### src/rvm_front.sv
// Front end: accepts source frames, pairs each with the previous frame and
// marks the priming frame. Does not depend on rvm_pkg.
`timescale 1ns / 1ps
`default_nettype none

module rvm_front #(
	parameter int SAMPLE_BITS = 16
) (
	input  wire logic                         clk,
	input  wire logic                         arst_n,
	input  wire logic                         in_valid,
	output logic                              in_stall,
	input  wire logic signed [SAMPLE_BITS-1:0] src_left,
	input  wire logic signed [SAMPLE_BITS-1:0] src_right,
	input  wire logic                         q_full,
	output logic                              q_push,
	output logic [4*SAMPLE_BITS:0]            q_wdata
);

	logic                   primed_q;
	logic [SAMPLE_BITS-1:0] prev_l_q;
	logic [SAMPLE_BITS-1:0] prev_r_q;

	// stall while the queue has no room
	assign in_stall = q_full;
	assign q_push   = in_valid && !q_full;

	// entry: prime flag, previous frame, new frame
	assign q_wdata = {!primed_q, prev_r_q, prev_l_q, src_right, src_left};

	// remember that a frame was seen
	always_ff @(posedge clk or negedge arst_n) begin
		if (!arst_n) begin
			primed_q <= 1'b0;
		end else if (q_push) begin
			primed_q <= 1'b1;
		end
	end

	// hold the previous frame; it reads as zero before priming
	always_ff @(posedge clk or negedge arst_n) begin
		if (!arst_n) begin
			prev_l_q <= '0;
			prev_r_q <= '0;
		end else if (q_push) begin
			prev_l_q <= src_left;
			prev_r_q <= src_right;
		end
	end

endmodule

`default_nettype wire

### config.mk
export PLATFORM = sky130hd
export DESIGN_NAME = rvm_front
export DESIGN_NICKNAME = d
export VERILOG_FILES = /design/src/rvm_front.sv
export SDC_FILE = /design/constraint.sdc
export NUM_CORES = 1
export LEC_CHECK = 0
export BUFFER_PORTS_ARGS = -buffer_cell sky130_fd_sc_hd__buf_2
export CORE_UTILIZATION = 38
export CTS_CLUSTER_SIZE = 10
export DETAILED_ROUTE_END_ITERATION = 10
export PLACE_DENSITY = 0.76
export SYNTH_ARGS = -nofsm -noshare
export SYNTH_HDL_FRONTEND = slang
export SYNTH_SLANG_ARGS = --single-unit
### constraint.sdc
create_clock -name clk -period 0.9 [get_ports clk]
set_clock_uncertainty 0.2 [all_clocks]
set_input_delay 0.045 -clock clk [delete_from_list [all_inputs] [get_ports clk]]
set_output_delay 0.045 -clock clk [all_outputs]
set_load 0.02 [all_outputs]
==> impl_metrics.env, run 1 <==
export IMPL_synthCells=105
export IMPL_setup_viol=66
export IMPL_hpwl_mm=2.15
export IMPL_finalHoldViolCount=32
export IMPL_critical_path_cell_chain="inv_2 -> buf_6"
export IMPL_ys_types=9
export IMPL_hp_class="input port to flop"
export IMPL_whs_ns=-0.198
export IMPL_worstSkewPairLatency_ns=0.28
export IMPL_r2r_start="primed_q"
export IMPL_portBuffers=102
export IMPL_power_density_mw_per_mm2=2000
export IMPL_cts_sinks=33
export IMPL_rsz0062_at_grt="yes"
export IMPL_drt_pass1_iterations=2
export IMPL_antenna_found_initial=0
export IMPL_critPathLaunch="primed_q"
export IMPL_drive_gt1_share_pct=83.5
export IMPL_slew_viol_final=0
export IMPL_die_y_um=67.6
export IMPL_vias=1021
export IMPL_max_freq_ghz=0.930
export IMPL_failed_checks="hold timing, setup timing"
export IMPL_peakVddDrop_mv=1.16
export IMPL_slew_headroom_pct=87.3
export IMPL_cp_depth=2
export IMPL_cts_tree="yes"
export IMPL_worst_pin_slew_ns=0.190
export IMPL_max_stage_delay_ns=0.39
export IMPL_maxCapViolCount=0
export IMPL_cts_buffers=5
export IMPL_routed_wl_mm=3.09
export IMPL_switching_share_pct=29.1
export IMPL_reg2regPathDepth=1
export IMPL_switchingPower_uw=1310
export IMPL_synth_nets=141
export IMPL_grt_first_pass_wirelength_mm=4.74
export IMPL_cts_root_buffer="clkbuf_8"
export IMPL_pre_cts_ws_ns=-0.314
export IMPL_cts_htree_levels=2
export IMPL_core_area_mm2=0.00406
export IMPL_status="finished, violations left"
export IMPL_hold_buffers=1
export IMPL_p_leak_uw=0.00117
export IMPL_layout_commonest_cell="buf_2"
export IMPL_syn_to_final_growth_pct=38.2
export IMPL_startpoint_type="flop"
export IMPL_post_route_drc_count=0
export IMPL_final_cell_mix="69 x buf_2, 33 x buf_6, 29 x dfrtp_1"
export IMPL_crit_buf_inv=2
export IMPL_syn_area_per_cell_um2=15.6
export IMPL_seq_area_frac_synth_pct=50.5
export IMPL_ys_warn_count=0
export IMPL_worst_ep_arrival_time_ns=0.83
export IMPL_crit_required_ns=0.65
export IMPL_setup_ws_ns=-0.176
export IMPL_fin_nets=217
export IMPL_grt_pass1_vias=982
export IMPL_finalCritPeriodShare_pct=120
export IMPL_cts_path_max_buffers=2
export IMPL_grt_ovfl_total=0
export IMPL_place_gp_congestion=0.682
export IMPL_grt_start_max_net_pins=34
export IMPL_multi_input_area_um2=485
export IMPL_initial_core_util_pct=40.3
export IMPL_cp_top_family="flip-flops"
export IMPL_clockPowerShare_pct=26.3
export IMPL_netlist_area_mm2=0.00163
export IMPL_cp_slowest_cell="dfrtp_1"
export IMPL_drt_initial_drc_count=50
export IMPL_fillers=339
export IMPL_rr_endpoint="primed_q"
export IMPL_clkTransAtPathRegs_ns=0.06
export IMPL_viasPerCell=4.40
export IMPL_die_width_um=67.6
export IMPL_crit_path_end_kind="output port"
export IMPL_num_antenna_cells=0
export IMPL_track_usage_pct=15.1
export IMPL_drtAntennaViolNets=0
export IMPL_fin_crit_ns=1.08
export IMPL_p_comb_share_pct=32.2
export IMPL_fin_util_pct=55.7
export IMPL_die_area_mm2=0.00457
export IMPL_reg2reg_setup_slack_ns=-0.09
export IMPL_crit_type="flop to output port"
export IMPL_rows=23
export IMPL_crit_path_max_fanout=2
export IMPL_final_seq_area_um2=831
export IMPL_p_seq_share_pct=41.5
export IMPL_crit_end="q_wdata[64]"
export IMPL_ios=103
export IMPL_intPower_uw=3200
export IMPL_post_drt_wl_per_cell_um=13.3
export IMPL_synth_seq_cells=33
==> cell usage after synthesis, drive strengths merged <==
master  count  area [um2]
buf        37         319
mux2       32         465
dfrtp      33         826
inv         1        3.75
nor2b       1        13.8
or2         1        6.26
==> per-layer routing <==
layer,vias to the layer above,share of wire (%),track usage [%]
met5,-,0,0
met4,0,0.87,7.18
met2,57,55,27.2
met1,497,38,14.8
met3,2,6.2,6.08
li1,465,-,-
==> registers in the layout, indices dropped and copies added (netlist names) <==
name      flops
prev_r_q     16
primed_q      1
prev_l_q     16
==> final cells by class <==
cell class	instances	area share [%]
well taps	50	2.77
flip-flops and latches	33	36.8
multi-input cells	34	21.5
repair buffers	106	34.3
inverters	1	0.166
clock buffers	7	4.27
clock inverters	1	0.222
==> per-stage QoR <==
step                std cells  cell area [um2]  TNS, ns  hold WS [ns]  total power (uW)
floorplan                 105             1640    -5.01        -0.451              2710
CTS                       232             2260    -8.28        -0.210              4570
global placement          223             1940    -8.75        -0.190              3020
global route              232             2260    -9.61        -0.217              4760
detailed placement        223             1940    -9.25        -0.189              3050
finish                    232             2260    -7.77        -0.198              4510
==> worst min path at each step <==
stage,startpoint,endpoint,slack (ns),cells past startpoint
floorplan,arst_n,prev_l_q[0],-0.45,0
finish,src_right[7],prev_r_q[7],-0.20,2
CTS,src_left[6],prev_l_q[6],-0.21,2
detailed placement,arst_n,prev_l_q[1],-0.19,2
global placement,arst_n,prev_l_q[1],-0.19,2
global route,src_left[3],prev_l_q[3],-0.22,2
==> kinds of logic (layout without fill, tap and decap cells) <==
logic type | after synthesis | count (layout) | share of synthesized area [%]
muxes | 32 | 32 | 28.5
DFF | 33 | 33 | 50.5
and+or+nand+nor | 2 | 2 | 1.23
buffers and inverters | 38 | 115 | 19.8
==> power groups by stage <==
stage                     clock network, uW  logic [uW]  registers (uW)
after global routing                   1330        1530            1890
after detailed placement                  0        1210            1840
after CTS                              1230        1470            1870
after floorplan                           0         601            2100
after global placement                    0        1190            1830
final                                  1190        1450            1870
==> what timing repair did <==
| item | 4_1_cts | 5_1_grt |
|---|---|---|
| pin swaps | 0 | 0 |
| buffers inserted | 0 | 0 |
| hold endpoints to repair | 65 | 32 |
| setup endpoints to repair | 66 | 66 |
| resized for setup | 66 | 1 |
Note: power is estimated with default switching activity, not from simulation.
==> inputs of run 2 (changes only) <==
CAP_MARGIN = 20   (was default)
CORE_UTILIZATION = 45   (was 38)
PLACE_DENSITY = 0.84   (was 0.76)
clock period = 1.24 ns   (was 0.9 ns; I/O delays follow)
==> run 2 against run 1 <==
Against the previous run: the flow finishes with violations (hold timing); sequential share of layout area down 1.6 points; design area up 3.9%; sequential power down 30%; critical path depth up 1; die area down 15%; register-to-register slack better by 0.35 ns; combinational power down 34%; final cell count up 12%; clock power down 38%; critical path type is now input port to output port; largest power group unchanged.
==> impl_metrics.env, run 2 (synthesis gave the netlist of run 1 again) <==
export IMPL_max_freq_ghz=0.855
export IMPL_layout_commonest_cell="buf_2"
export IMPL_die_y_um=62.3
export IMPL_fin_crit_ns=1.17
export IMPL_p_leak_uw=0.00124
export IMPL_cts_htree_levels=2
export IMPL_maxCapViolCount=0
export IMPL_finalHoldViolCount=18
export IMPL_whs_ns=-0.0286
export IMPL_rsz0062_at_grt="no"
export IMPL_initial_core_util_pct=47.8
export IMPL_die_area_mm2=0.00388
export IMPL_routed_wl_mm=3.62
export IMPL_drt_initial_drc_count=18
export IMPL_grt_ovfl_total=0
export IMPL_status="finished, violations left"
export IMPL_viasPerCell=4.37
export IMPL_slew_viol_final=0
export IMPL_rows=21
export IMPL_startpoint_type="input port"
export IMPL_crit_type="input port to output port"
export IMPL_syn_to_final_growth_pct=43.6
export IMPL_setup_ws_ns=0.0701
export IMPL_grt_start_max_net_pins=20
export IMPL_power_density_mw_per_mm2=1290
export IMPL_clkTransAtPathRegs_ns=0.09
export IMPL_finalCritPeriodShare_pct=94.3
export IMPL_die_width_um=62.3
export IMPL_cts_sinks=33
export IMPL_hold_buffers=33
export IMPL_cts_tree="yes"
export IMPL_reg2reg_setup_slack_ns=0.26
export IMPL_fin_nets=249
export IMPL_crit_top_cell="buf_2"
export IMPL_post_drt_wl_per_cell_um=14.0
export IMPL_fin_util_pct=68.7
export IMPL_tns_ns=0
export IMPL_cp_top_family="buffers and inverters"
export IMPL_ios=103
export IMPL_grt_first_pass_wirelength_mm=5.93
export IMPL_portBuffers=102
export IMPL_final_cell_mix="102 x buf_2, 33 x dlygate4sd3_1, 33 x dfrtp_1"
export IMPL_num_antenna_cells=0
export IMPL_cts_buffers=5
export IMPL_max_stage_delay_ns=0.56
export IMPL_failed_checks="hold timing"
export IMPL_slew_headroom_pct=76.3
export IMPL_worstSkewPairLatency_ns=0.32
export IMPL_track_usage_pct=20.4
export IMPL_cts_root_buffer="clkbuf_4"
export IMPL_crit_buf_inv=3
export IMPL_core_area_mm2=0.00342
export IMPL_peakVddDrop_mv=0.644
export IMPL_crit_path_end_kind="output port"
export IMPL_grt_pass1_vias=1259
export IMPL_drive_gt1_share_pct=68.5
export IMPL_post_route_drc_count=0
export IMPL_final_area_mm2=0.00235
export IMPL_drt_pass1_iterations=4
export IMPL_place_gp_congestion=0.666
export IMPL_worst_ep_arrival_time_ns=0.91
export IMPL_placed_cell_area_mm2=0.00194
export IMPL_critical_path_cell_chain="dlygate4sd3_1 -> buf_2 -> buf_2"
export IMPL_pre_cts_ws_ns=-0.0478
export IMPL_hp_class="input port to async pin"
export IMPL_cts_path_max_buffers=2
export IMPL_reg_top3="prev_l_q (16), prev_r_q (16), primed_q (1)"
export IMPL_hpwl_mm=2.18
export IMPL_drtAntennaViolNets=0
export IMPL_crit_required_ns=0.98
export IMPL_cp_slowest_cell="dlygate4sd3_1"
export IMPL_worst_pin_slew_ns=0.355
export IMPL_crit_path_max_fanout=2
export IMPL_vias=1133
export IMPL_cts_resized=0
export IMPL_setup_viol=0
export IMPL_antenna_found_initial=0
## run 2: cell count changes in the layout (fill, tap and decap cells not counted), moves of 4 or more
| cell | change |
|---|---|
| dfrtp_2 | -4 |
| buf_2 | +33 |
| dlygate4sd3_1 | +32 |
| buf_6 | -33 |
| clkbuf_8 | -7 |
| dfrtp_1 | +4 |
| clkbuf_4 | +5 |
## run 2: per-layer routing
metal	GRT usage [%]	routed length (um)	vias up
li1	-	-	528
met1	20.8	1380	538
met2	37.9	1960	61
met3	5.88	240	6
met4	9.30	46	0
met5	0	0	-
## run 2: final cells by class
type,instances,area [um2]
timing repair buffer,138,901
fill,242,1070
sequential,33,826
tap,46,57.6
clock inverter,2,35.0
multi-input combinational,34,485
inverter,1,3.75
clock buffer,5,37.5
## run 2: per-stage QoR
stage	total power, uW	hold slack (ns)	std cells
after floorplan	1960	-0.434	105
after global placement	2190	-0.211	219
after detailed placement	2210	-0.209	219
after CTS	3050	-0.0493	259
after global routing	3190	-0.0404	259
final	3020	-0.0286	259
## run 2: worst paths after layout
check / startpoint / depth (start not counted) / to
worst max register to register: prev_l_q[12] / 1 / prev_l_q[12]
min in group clk: q_full / 3 / prev_r_q[13]
worst max-delay path: src_left[12] / 3 / q_wdata[12]
worst min-delay path: arst_n / 2 / prev_l_q[0]
worst min register to register: primed_q / 1 / primed_q
max in group asynchronous: arst_n / 3 / prev_r_q[9]
## run 2: timing repair
action                                  CTS  global route
buffers inserted                          0             0
hold endpoints to repair                 65             8
endpoints found under the setup margin    0             0
## run 2: power by group
| part | internal (uW) | switching (uW) |
|---|---|---|
| clock network | 411 | 331 |
| logic | 475 | 490 |
| registers | 1230 | 83.7 |
| total | 2110 | 904 |
