`config.mk`:
```
export PLATFORM = sky130hd
export DESIGN_NAME = rvm_queue
export DESIGN_NICKNAME = d
export VERILOG_FILES = /design/src/rvm_pkg.sv /design/src/rvm_queue.sv
export SDC_FILE = /design/constraint.sdc
export NUM_CORES = 1
export LEC_CHECK = 0
export ABC_AREA = 1
export BUFFER_PORTS_ARGS = -buffer_cell sky130_fd_sc_hd__clkbuf_2
export CAP_MARGIN = 20
export CORE_ASPECT_RATIO = 1.25
export CORE_UTILIZATION = 60
export DETAILED_ROUTE_END_ITERATION = 10
export PLACE_DENSITY = 0.82
export SETUP_SLACK_MARGIN = 0.15
export SKIP_CTS_REPAIR_TIMING = 1
export SLEW_MARGIN = 40
export SYNTH_ARGS = -nofsm -noshare
export SYNTH_HDL_FRONTEND = slang
export SYNTH_SLANG_ARGS = --single-unit
```
`constraint.sdc`:
```
create_clock -name clk -period 8.5 [get_ports clk]
set_input_delay 0 -clock clk [delete_from_list [all_inputs] [get_ports clk]]
set_output_delay 0 -clock clk [all_outputs]
set_load 0.05 [all_outputs]
```
`src/rvm_pkg.sv`:
```
// Shared types, constants and register codes of the resampling voice mixer.
// No dependencies; every other file of the block but rvm_front refers to it by scoped names.
`timescale 1ns / 1ps
`default_nettype none

package rvm_pkg;

	// default parameter values
	localparam int PHASE_FRAC_BITS_DEF = 16;
	localparam int SAMPLE_BITS_DEF     = 16;
	localparam int SPEAKERS_DEF        = 8;

	// fixed field widths of the register set
	localparam int RATE_W     = 18;
	localparam int START_W    = 16;
	localparam int MODE_W     = 3;
	localparam int GAINS_W    = 64;
	localparam int GAIN_W     = 16;
	localparam int GAIN_FRAC  = 14;
	localparam int SPK_PORTS  = 8;

	// smallest rate step is one frame shifted right by this amount
	localparam int STEP_MIN_SHIFT = 6;

	// mix_mode bits
	localparam int MODE_STEREO   = 0;
	localparam int MODE_SURROUND = 1;
	localparam int MODE_INVERT   = 2;

	// APB register map, 8 bytes per register
	localparam int ADDR_W   = 6;
	localparam int DATA_W   = 64;
	localparam int REG_IDX_W = 3;
	localparam logic [REG_IDX_W-1:0] REG_RATE_STEP   = 3'd0;
	localparam logic [REG_IDX_W-1:0] REG_START_PHASE = 3'd1;
	localparam logic [REG_IDX_W-1:0] REG_MIX_MODE    = 3'd2;
	localparam logic [REG_IDX_W-1:0] REG_GAINS_FRONT = 3'd3;
	localparam logic [REG_IDX_W-1:0] REG_GAINS_REAR  = 3'd4;
	localparam logic [RATE_W-1:0]    RATE_STEP_RST   = 18'd65536;

	// queue between front and back
	localparam int QUEUE_DEPTH = 4;
	localparam int QPTR_W      = $clog2(QUEUE_DEPTH);
	localparam int QCNT_W      = $clog2(QUEUE_DEPTH + 1);

	typedef struct packed {
		logic [RATE_W-1:0]  rate_step;
		logic [START_W-1:0] start_phase;
		logic [MODE_W-1:0]  mix_mode;
		logic [GAINS_W-1:0] gains_front;
		logic [GAINS_W-1:0] gains_rear;
	} cfg_t;

	typedef struct packed {
		logic              full;
		logic              empty;
		logic [QCNT_W-1:0] count;
	} q_stat_t;

	typedef struct packed {
		logic run;
		logic phase_in_frame;
	} bk_stat_t;

	typedef enum logic {
		BK_IDLE,
		BK_RUN
	} bk_state_t;

endpackage

`default_nettype wire

```
`src/rvm_queue.sv`:
```
// Short register queue that decouples the front end from the back end.
// Depends on rvm_pkg for depth, pointer widths and the status struct.
`timescale 1ns / 1ps
`default_nettype none

module rvm_queue #(
	parameter int WIDTH = 65
) (
	input  wire logic             clk,
	input  wire logic             arst_n,
	input  wire logic             push,
	input  wire logic [WIDTH-1:0] wdata,
	input  wire logic             pop,
	output logic [WIDTH-1:0]      rdata,
	output rvm_pkg::q_stat_t      stat
);

	logic [WIDTH-1:0]          mem_q [rvm_pkg::QUEUE_DEPTH];
	logic [rvm_pkg::QPTR_W-1:0] wr_ptr_q;
	logic [rvm_pkg::QPTR_W-1:0] rd_ptr_q;
	logic [rvm_pkg::QCNT_W-1:0] count_q;
	logic                      do_push;
	logic                      do_pop;

	assign stat.full  = (count_q == rvm_pkg::QCNT_W'(rvm_pkg::QUEUE_DEPTH));
	assign stat.empty = (count_q == '0);
	assign stat.count = count_q;

	// drop a push into a full queue and a pop from an empty one
	assign do_push = push && !stat.full;
	assign do_pop  = pop && !stat.empty;

	assign rdata = mem_q[rd_ptr_q];

	// store the entry
	always_ff @(posedge clk) begin
		if (do_push) begin
			mem_q[wr_ptr_q] <= wdata;
		end
	end

	// advance pointers and occupancy
	always_ff @(posedge clk or negedge arst_n) begin
		if (!arst_n) begin
			wr_ptr_q <= '0;
			rd_ptr_q <= '0;
			count_q  <= '0;
		end else begin
			if (do_push) begin
				wr_ptr_q <= wr_ptr_q + 1'b1;
			end
			if (do_pop) begin
				rd_ptr_q <= rd_ptr_q + 1'b1;
			end
			case ({do_push, do_pop})
				2'b10:   count_q <= count_q + 1'b1;
				2'b01:   count_q <= count_q - 1'b1;
				default: count_q <= count_q;
			endcase
		end
	end

endmodule

`default_nettype wire

```
==> results of run 1 <==
cells by family after synthesis:
| kind of cell | share of synthesized area, % |
|---|---|
| fa+ha+maj | 0.7732 |
| simple gates | 8.013 |
| flops | 74.74 |
| compound gates | 9.185 |
| xor+xnor | 0.08202 |
| buf+inv | 7.205 |
cells in the mapped netlist (all sizes together):
master / number
o21ai: 1
dfrtp: 7
ha: 5
nand4: 1
inv: 147
clkbuf: 6
nor2: 4
fa: 1
nand3: 7
edfxtp: 260
xnor2: 1
buf: 37
nand2: 213
o211ai: 130
critical path: stages, from the launching register on:
cell      delay (ns)
dfrtp_1         0.46
clkinv_8        0.47
buf_4           0.73
nand2_1         0.12
o211ai_1        0.16
nand2_1         0.11
clkbuf_2        0.27
final cells by class:
type,count,share of cell area [%]
Antenna cell,1,0.01931
Timing Repair Buffer,214,11.18
Tap cell,224,2.163
Inverter,147,4.354
Clock inverter,8,0.5406
Multi-Input combinational cell,363,15.11
Sequential cell,267,61.60
Clock buffer,32,5.030
cells in the final DEF, fill, tap and decap left out, types with 5 or more instances in the layout:
cell type	count
o211ai_1	130
clkbuf_2	138
nand2_1	213
ha_1	5
clkbuf_16	25
edfxtp_1	260
nand3_1	7
dfrtp_1	6
inv_1	145
dlygate4sd3_1	69
clkbuf_1	7
routing by layer:
| layer | global-route usage, % | vias to the layer above | routed length (um) |
|---|---|---|---|
| met3 | 4.179 | 36 | 1001 |
| met5 | 0 | - | 0 |
| li1 | - | 3249 | - |
| met1 | 23.94 | 3082 | 7851 |
| met4 | 8.148 | 0 | 470 |
| met2 | 37.56 | 181 | 10260 |
power breakdown:
part	switching (mW)	internal [mW]
sequential	0.0678	1.73
clock	0.422	0.567
combinational	1.70	0.463
path summary, 6_finish.rpt:
check                                        start                 endpoint  slack, ns  cells after the start
setup / recovery           rd_ptr_q[0]$_DFFE_PN0P_                rdata[44]       5.57                      6
hold / removal                           wdata[50]   mem_q[3][50]$_DFFE_PP_       0.26                      2
setup reg to reg            count_q[0]$_DFFE_PN0P_   count_q[2]$_DFFE_PN0P_       6.32                     10
hold reg to reg             count_q[1]$_DFFE_PN0P_   count_q[1]$_DFFE_PN0P_       0.53                      2
max in group asynchronous                   arst_n  rd_ptr_q[1]$_DFFE_PN0P_       7.71                      3
min in group asynchronous                   arst_n   count_q[2]$_DFFE_PN0P_       0.49                      3
metrics by stage:
step | hold slack [ns] | util, % | std cells | total power, mW | setup slack (ns)
2_1_floorplan | -0.2956 | - | 820 | 3.507 | 4.160
3_3_place_gp | -0.1543 | 66.10 | 1146 | 3.927 | 5.908
3_5_place_dp | -0.1391 | 66.20 | 1146 | 3.974 | 5.996
4_1_cts | -0.6687 | 70.34 | 1186 | 4.960 | 5.458
5_1_grt | 0.2493 | 74.35 | 1256 | 5.202 | 5.405
6_report | 0.2556 | 74.35 | 1256 | 4.956 | 5.566
flip-flops by register name, summed over array words and instances (netlist names):
signal and flops:
wr_ptr_q 2, count_q 3, rd_ptr_q 2, mem_q 260
==> run metrics, run 1 <==
remaining antenna violation count after routing 0; startpoint types flip-flop; gp weighted congestion 0.7442; Fmax 0.3409 GHz; DRT Pass-1 Iters 5; CP Max Fanout 179; min cycle time layout 2.934 ns; pwr dens 382.4 nW/um^2; HPWL after DPL 10.51 mm; Die Height 151.2 um; final clock skew 0.007123 ns; Port Buffer Count 138; total grt overflow 0; row cnt 54; via/cell ratio 5.213; insertion delay to the later sink of the worst-skew pair 0.50 ns; Reg clk slew, reported paths 0.06 ns; top cell type's share of synthesized area 73.10%; syn_nets 895; initial core utilization 61.27%; Area growth, synth to finish 21.34%; crit end category output port; Tcrit/Tclk final 34.51%; worst-case clock buffer depth 3; FF+latch area 7984 um^2; DIE AREA 18,340 um^2; Die W 121.3 um; area of the multi-input gates 1958 um^2; vias in the first global route 5,944; WL/cell 15.59 um; largest net degree at the start of global routing 180; synth warn 0; status finished clean; Slew headroom 44.48%; synth unique cells 19; register area share after synthesis 74.74%; root buffer cell clkbuf_16; share of post-route cells with drive strength above 1 17.75%; Syn Inst Count 820; Worst Max-Slew Pin Slew 0.8328 ns; CTS tree built; Arrival @ worst endpoint 2.93 ns; FILL cells 1,066; worst-case vdd ir drop 254.8 uV; max-cap violations 0; RSZ-0062 raised after global routing false; Layout Nets 1,092; core footprint 17,430 um^2; final hold violation count 0; total track usage 20.69%; number of H-tree levels 1; final setup violating endpoints 0; CTS Sinks 267; DRC viols 0; P_leak 5.325 nW; initial antenna violation count 1; top-level I/O count 139; Critical Path RT 8.50 ns; cell area after synthesis 10,680 um^2; Setup TNS 0 ns; Slew Viols, Final 0; synth top area cells edfxtp_1 (73%), o211ai_1 (9.1%), nand2_1 (7.5%), inv_1 (5.1%), dfrtp_1 (1.6%); DR iter-0 viols 402; clock buffer count from CTS 24; syn_area_per_cell 13.02 um^2; first-pass GRT wire length 28.71 mm; worst min-delay path class in -> reg; design area 12,960 um^2; #FFs+latches synth 267; Crit Path Class reg -> out; DRT Wirelength 19.59 mm; vias post-DR 6,548; dpl cell area 11,540 um^2; area leader, netlist edfxtp_1
Power figures use the tool's default switching activity.
==> run 2: changes to the inputs <==
- CORE_UTILIZATION: 60 -> 57
- PLACE_DENSITY: 0.82 -> 0.79
- clock period: 8.5 -> 2.8 ns (I/O delays scaled with it)
==> run 2 against run 1 <==
  * Routed wire length is 4.2% higher
  * Count of clock-buffer cells in the layout is 3 lower
  * Combinational power grew to 3.1 times the previous value
  * Via count is 1.2% higher
  * Flip-flop and latch count stayed put
  * Die area is 5.2% higher
  * First-iteration DRC count is 18% higher
  * Largest cell class unchanged
  * Sequential power grew to 3.0 times the previous value
  * Power grew to 3.1 times the previous value
  * Worst hold slack better by 0.0013 ns
==> run metrics, run 2 (synthesis results as in run 1) <==
status finished clean; Worst Max-Slew Pin Slew 0.8243 ns (-0.008432 ns); crit end category output port; Port Buffer Count 138 (unchanged); total grt overflow 0 (unchanged); PnR worst setup slack 0.5273 ns (-5.039 ns); top-level I/O count 139 (unchanged); Fmax 0.4400 GHz; clock buffer count from CTS 24 (unchanged); vias in the first global route 6,413 (+7.9%); min cycle time layout 2.273 ns; dpl cell area 11,680 um^2 (+1.2%); slowest stage cell, crit path inv_2; reg2reg start count_q[1]$_DFFE_PN0P_; top flop regs mem_q x260, count_q x3; most flop-heavy register mem_q; HPWL after DPL 11.98 mm (+14%); final setup violating endpoints 0 (unchanged); initial core utilization 58.57% (-2.7 points); CTS tree built; Setup Slack @ Placement 0.6604 ns (-5.336 ns); total track usage 20.65% (-0.044 points); Crit Path Class reg -> out; DRT Pass-1 Iters 5 (unchanged); via/cell ratio 5.226 (+0.25%); final clock skew 0.005604 ns (-0.001519 ns); Area growth, synth to finish 22.72%; Reg clk slew, reported paths 0.06 ns (about the same); Die W 124.4 um (+2.6%); Slew headroom 45.04% (+0.56 points); DRT Wirelength 20.41 mm (+4.2%); CP max stage delay 0.48 ns (-0.25 ns); DR iter-0 viols 475 (+18%); DP Cell Count 1,155 (+0.79%); worst-case clock buffer depth 3 (unchanged); WL/cell 16.09 um (+3.2%); worst min-delay path class in -> reg; root buffer cell clkbuf_16; core footprint 18,240 um^2 (+4.6%); largest net degree at the start of global routing 145 (-19%); P_leak 5.387 nW (+1.2%); Worst Min Path Start wdata[7]; number of H-tree levels 1 (unchanged); CTS Sinks 267 (unchanged); CP Max Fanout 35 (-80%); CP cell instances inv_2 > buf_12 > o211ai_1 > nand2_1 > clkbuf_2; startpoint types flip-flop; gp weighted congestion 0.7812 (+5.0%); Die Height 155.0 um (+2.6%); remaining antenna violation count after routing 0 (unchanged); pwr dens 1165 nW/um^2 (+200%); initial antenna violation count 0 (-1); Critical Path RT 2.80 ns (-5.70 ns); row cnt 55 (+1.9%); # diodes 0 (-1); max-cap violations 0 (unchanged); most used cells in the layout excluding fill and tap cells edfxtp_1 (260), nand2_1 (213), inv_1 (145); first-pass GRT wire length 31.13 mm (+8.4%); R2R setup slack 0.67 ns (-5.65 ns); final core occ 71.87% (-2.5 points); Slew Viols, Final 0 (unchanged); Layout Nets 1,097 (+0.46%); most common cell after layout, fill and taps aside edfxtp_1; Min Hold Slack 0.2569 ns (+0.001309 ns); Largest register FFs 260 (unchanged); Tcrit/Tclk final 81.17%; Arrival @ worst endpoint 2.27 ns (-0.66 ns); Critical Path Start rd_ptr_q[1]$_DFFE_PN0P_; worst-case vdd ir drop 927.6 uV (+260%); share of post-route cells with drive strength above 1 18.27% (+0.52 points); Non-Filler Instances 1,268 (+0.96%); final hold violation count 0 (unchanged); insertion delay to the later sink of the worst-skew pair 0.50 ns (about the same); RSZ-0062 raised after global routing false; design area 13,110 um^2 (+1.1%); DRC viols 0 (unchanged); vias post-DR 6,627 (+1.2%); DIE AREA 19,290 um^2 (+5.2%)
## run 2: cell types whose count changed in the layout (fill, tap and decap cells not counted), moves of 2 or more
| cell | delta |
|---|---|
| clkbuf_1 | -3 |
| buf_12 | +9 |
| clkinv_2 | +2 |
| clkinv_1 | +5 |
| buf_6 | -4 |
## run 2: cell type report
type	count	area [um^2]
clock buffers	29	640.6
clock inverters	15	97.59
fillers	1141	5130
inverters	147	556.8
multi-input cells	363	1958
flip-flops and latches	267	7984
well taps	228	285.3
repair buffers	219	1584
## run 2: final timing paths
path                                      endpoint  depth (start not counted)
min reg2reg                 count_q[0]$_DFFE_PN0P_                          1
max in group asynchronous  rd_ptr_q[1]$_DFFE_PN0P_                          3
max                                      rdata[62]                          5
max reg2reg                 count_q[2]$_DFFE_PN0P_                         10
min in group asynchronous   count_q[2]$_DFFE_PN0P_                          3
min                          mem_q[3][7]$_DFFE_PP_                          2
## run 2: metal layers
metal  up-vias  GRT usage, %  part of all wire [%]
li1       3260             -                     -
met1      3143         24.00                    40
met2       185         37.73                    52
met3        39         3.611                   4.9
met4         0         8.548                   2.8
met5         -             0                     0
## run 2: through the flow
step	power, mW	TNS [ns]
floorplan	10.62	-128.96
global placement	12.11	0
detailed placement	12.24	0
CTS	15.27	0
global route	16.01	0
finish	15.27	0
## run 2: power breakdown
| part | total (mW) | leakage [nW] | switching [mW] | internal (mW) |
|---|---|---|---|---|
| logic | 6.78 | 2.56 | 5.25 | 1.53 |
| registers | 5.45 | 2.47 | 0.196 | 5.25 |
| clock network | 3.04 | 0.362 | 1.32 | 1.72 |
| total | 15.3 | 5.39 | 6.76 | 8.50 |
## run 2: worst max-delay path: cells and delay by family (launching register included)
kind / cells / cell delay [ns]
AOI/OAI and AO/OA: 1 / 0.12
buffers and inverters: 3 / 1.06
DFF: 1 / 0.41
and+or+nand+nor: 1 / 0.14
==> run 3: changes to the inputs <==
- clock period: 2.8 -> 2.24 ns (I/O delays scaled with it)
==> run 3 against run 2 <==
  * Clock skew is 0.0034 ns higher
  * Power is 30% higher
  * First-iteration DRC count is 5.7% lower
  * Register-to-register slack worse by 0.32 ns
  * Critical path type unchanged
==> run metrics, run 3 (synthesis results as in run 1) <==
status finished clean; crit end category output port; Critical Path RT 2.24 ns (-0.56 ns); Largest register FFs 260 (unchanged); DRT Wirelength 20.76 mm (+1.7%); Slew headroom 67.60% (+23 points); DR iter-0 viols 448 (-5.7%); initial antenna violation count 0 (unchanged); row cnt 55 (unchanged); Tcrit/Tclk final 89.65%; number of H-tree levels 1 (unchanged); CTS Sinks 267 (unchanged); final setup violating endpoints 0 (unchanged); pwr dens 1490 nW/um^2 (+28%); dpl cell area 11,840 um^2 (+1.4%); most used cells in the layout excluding fill and tap cells edfxtp_1 (260), nand2_1 (212), inv_1 (143); vias post-DR 6,710 (+1.3%); final clock skew 0.008970 ns (+0.003366 ns); gp weighted congestion 0.7894 (+1.0%); FILL cells 1,159 (+1.6%); via/cell ratio 5.271 (+0.85%); worst-case vdd ir drop 1392 uV (+50%); largest net degree at the start of global routing 87 (-40%); remaining antenna violation count after routing 0 (unchanged); Reg clk slew, reported paths 0.07 ns (about the same); DRC viols 0 (unchanged); Die W 124.4 um (unchanged); CP Max Fanout 86 (+150%); Fmax 0.4979 GHz; final core occ 73.28% (+1.4 points); top-level I/O count 139 (unchanged); area of the multi-input gates 1987 um^2 (+1.5%); final hold violation count 0 (unchanged); DRT Pass-1 Iters 4 (-1); DIE AREA 19,290 um^2 (unchanged); initial core utilization 58.57% (unchanged); HPWL after DPL 11.76 mm (-1.8%); first-pass GRT wire length 31.23 mm (+0.31%); Layout Nets 1,102 (+0.46%); CTS tree built; total grt overflow 0 (unchanged); min cycle time layout 2.008 ns; core footprint 18,240 um^2 (unchanged); Area growth, synth to finish 25.12%; Die Height 155.0 um (unchanged); P_leak 5.475 nW (+1.6%); max-cap violations 0 (unchanged); root buffer cell clkbuf_16; Worst Max-Slew Pin Slew 0.4860 ns (-0.3383 ns); # diodes 0 (unchanged); share of post-route cells with drive strength above 1 19.90% (+1.6 points); Arrival @ worst endpoint 2.01 ns (-0.26 ns); Setup TNS 0 ns (unchanged); design area 13,360 um^2 (+2.0%); FF+latch area 7988 um^2 (about the same); worst min-delay path class in -> reg; total track usage 20.92% (+0.26 points); clock buffer count from CTS 24 (unchanged); Slew Viols, Final 0 (unchanged); Port Buffer Count 138 (unchanged); Tot Pwr 19.91 mW (+30%); insertion delay to the later sink of the worst-skew pair 0.51 ns (about the same); top flop regs mem_q x260, count_q x3; Crit Path Class reg -> out; startpoint types flip-flop; most flop-heavy register mem_q; most common cell after layout, fill and taps aside edfxtp_1; vias in the first global route 6,424 (+0.17%); worst-case clock buffer depth 3 (unchanged); RSZ-0062 raised after global routing true; WL/cell 16.31 um (+1.3%)
## run 3: cell count changes in the layout (fill, tap and decap cells not counted), moves of 2 or more
cell        previous run  this run
buf_4                  3         6
bufinv_16              1         3
dfrtp_1                6         3
clkbuf_1               4         2
dfrtp_2                1         4
clkbuf_2             138       131
buf_6                  0         2
inv_2                  1         3
inv_1                145       143
clkinv_1               7         3
clkinvlp_4             1         5
buf_12                 9        14
## run 3: per-layer routing
layer  track usage, %  part of all wire, %
met4            9.409                  2.5
met5                0                    0
met1            23.55                   38
met2            38.07                   54
met3            4.470                  4.9
## run 3: layout make-up
type | count | share of cell area [%]
Sequential cell | 267 | 59.78
Multi-Input combinational cell | 363 | 14.87
Timing Repair Buffer | 224 | 13.00
Clock buffer | 27 | 4.738
Inverter | 147 | 4.167
Tap cell | 228 | 2.135
Clock inverter | 17 | 1.320
## run 3: stage by stage
step                      instances  worst slack (ns)  hold WS [ns]
final                          1273            0.2317        0.2385
after CTS                      1204            0.1165       -0.6906
after floorplan                 820         0.0001679       -0.2956
after detailed placement       1160            0.4094       -0.1389
after global routing           1273           0.08403        0.2309
after global placement         1160            0.4809       -0.1424
## run 3: report_power, final
part / internal [mW] / switching, mW
clock: 2.40 / 1.74
sequential: 6.57 / 0.295
combinational: 2.30 / 6.61
total: 11.3 / 8.64
## run 3: worst paths after layout
kind	depth (start not counted)	end	slack [ns]	startpoint
min in group asynchronous	3	count_q[2]$_DFFE_PN0P_	0.49	arst_n
max in group asynchronous	3	rd_ptr_q[1]$_DFFE_PN0P_	1.45	arst_n
worst max register to register	11	count_q[2]$_DFFE_PN0P_	0.35	count_q[2]$_DFFE_PN0P_
worst min-delay path	2	mem_q[1][57]$_DFFE_PP_	0.24	wdata[57]
worst max-delay path	6	rdata[8]	0.23	rd_ptr_q[0]$_DFFE_PN0P_
worst min register to register	1	count_q[0]$_DFFE_PN0P_	0.50	count_q[0]$_DFFE_PN0P_
## run 3: critical path, cell delays in order, from the launching register on
cell and delay (ns):
dfrtp_1 0.45, inv_6 0.18, buf_16 0.31, nand2_1 0.11
o211ai_1 0.11, nand2_1 0.08, clkbuf_2 0.24
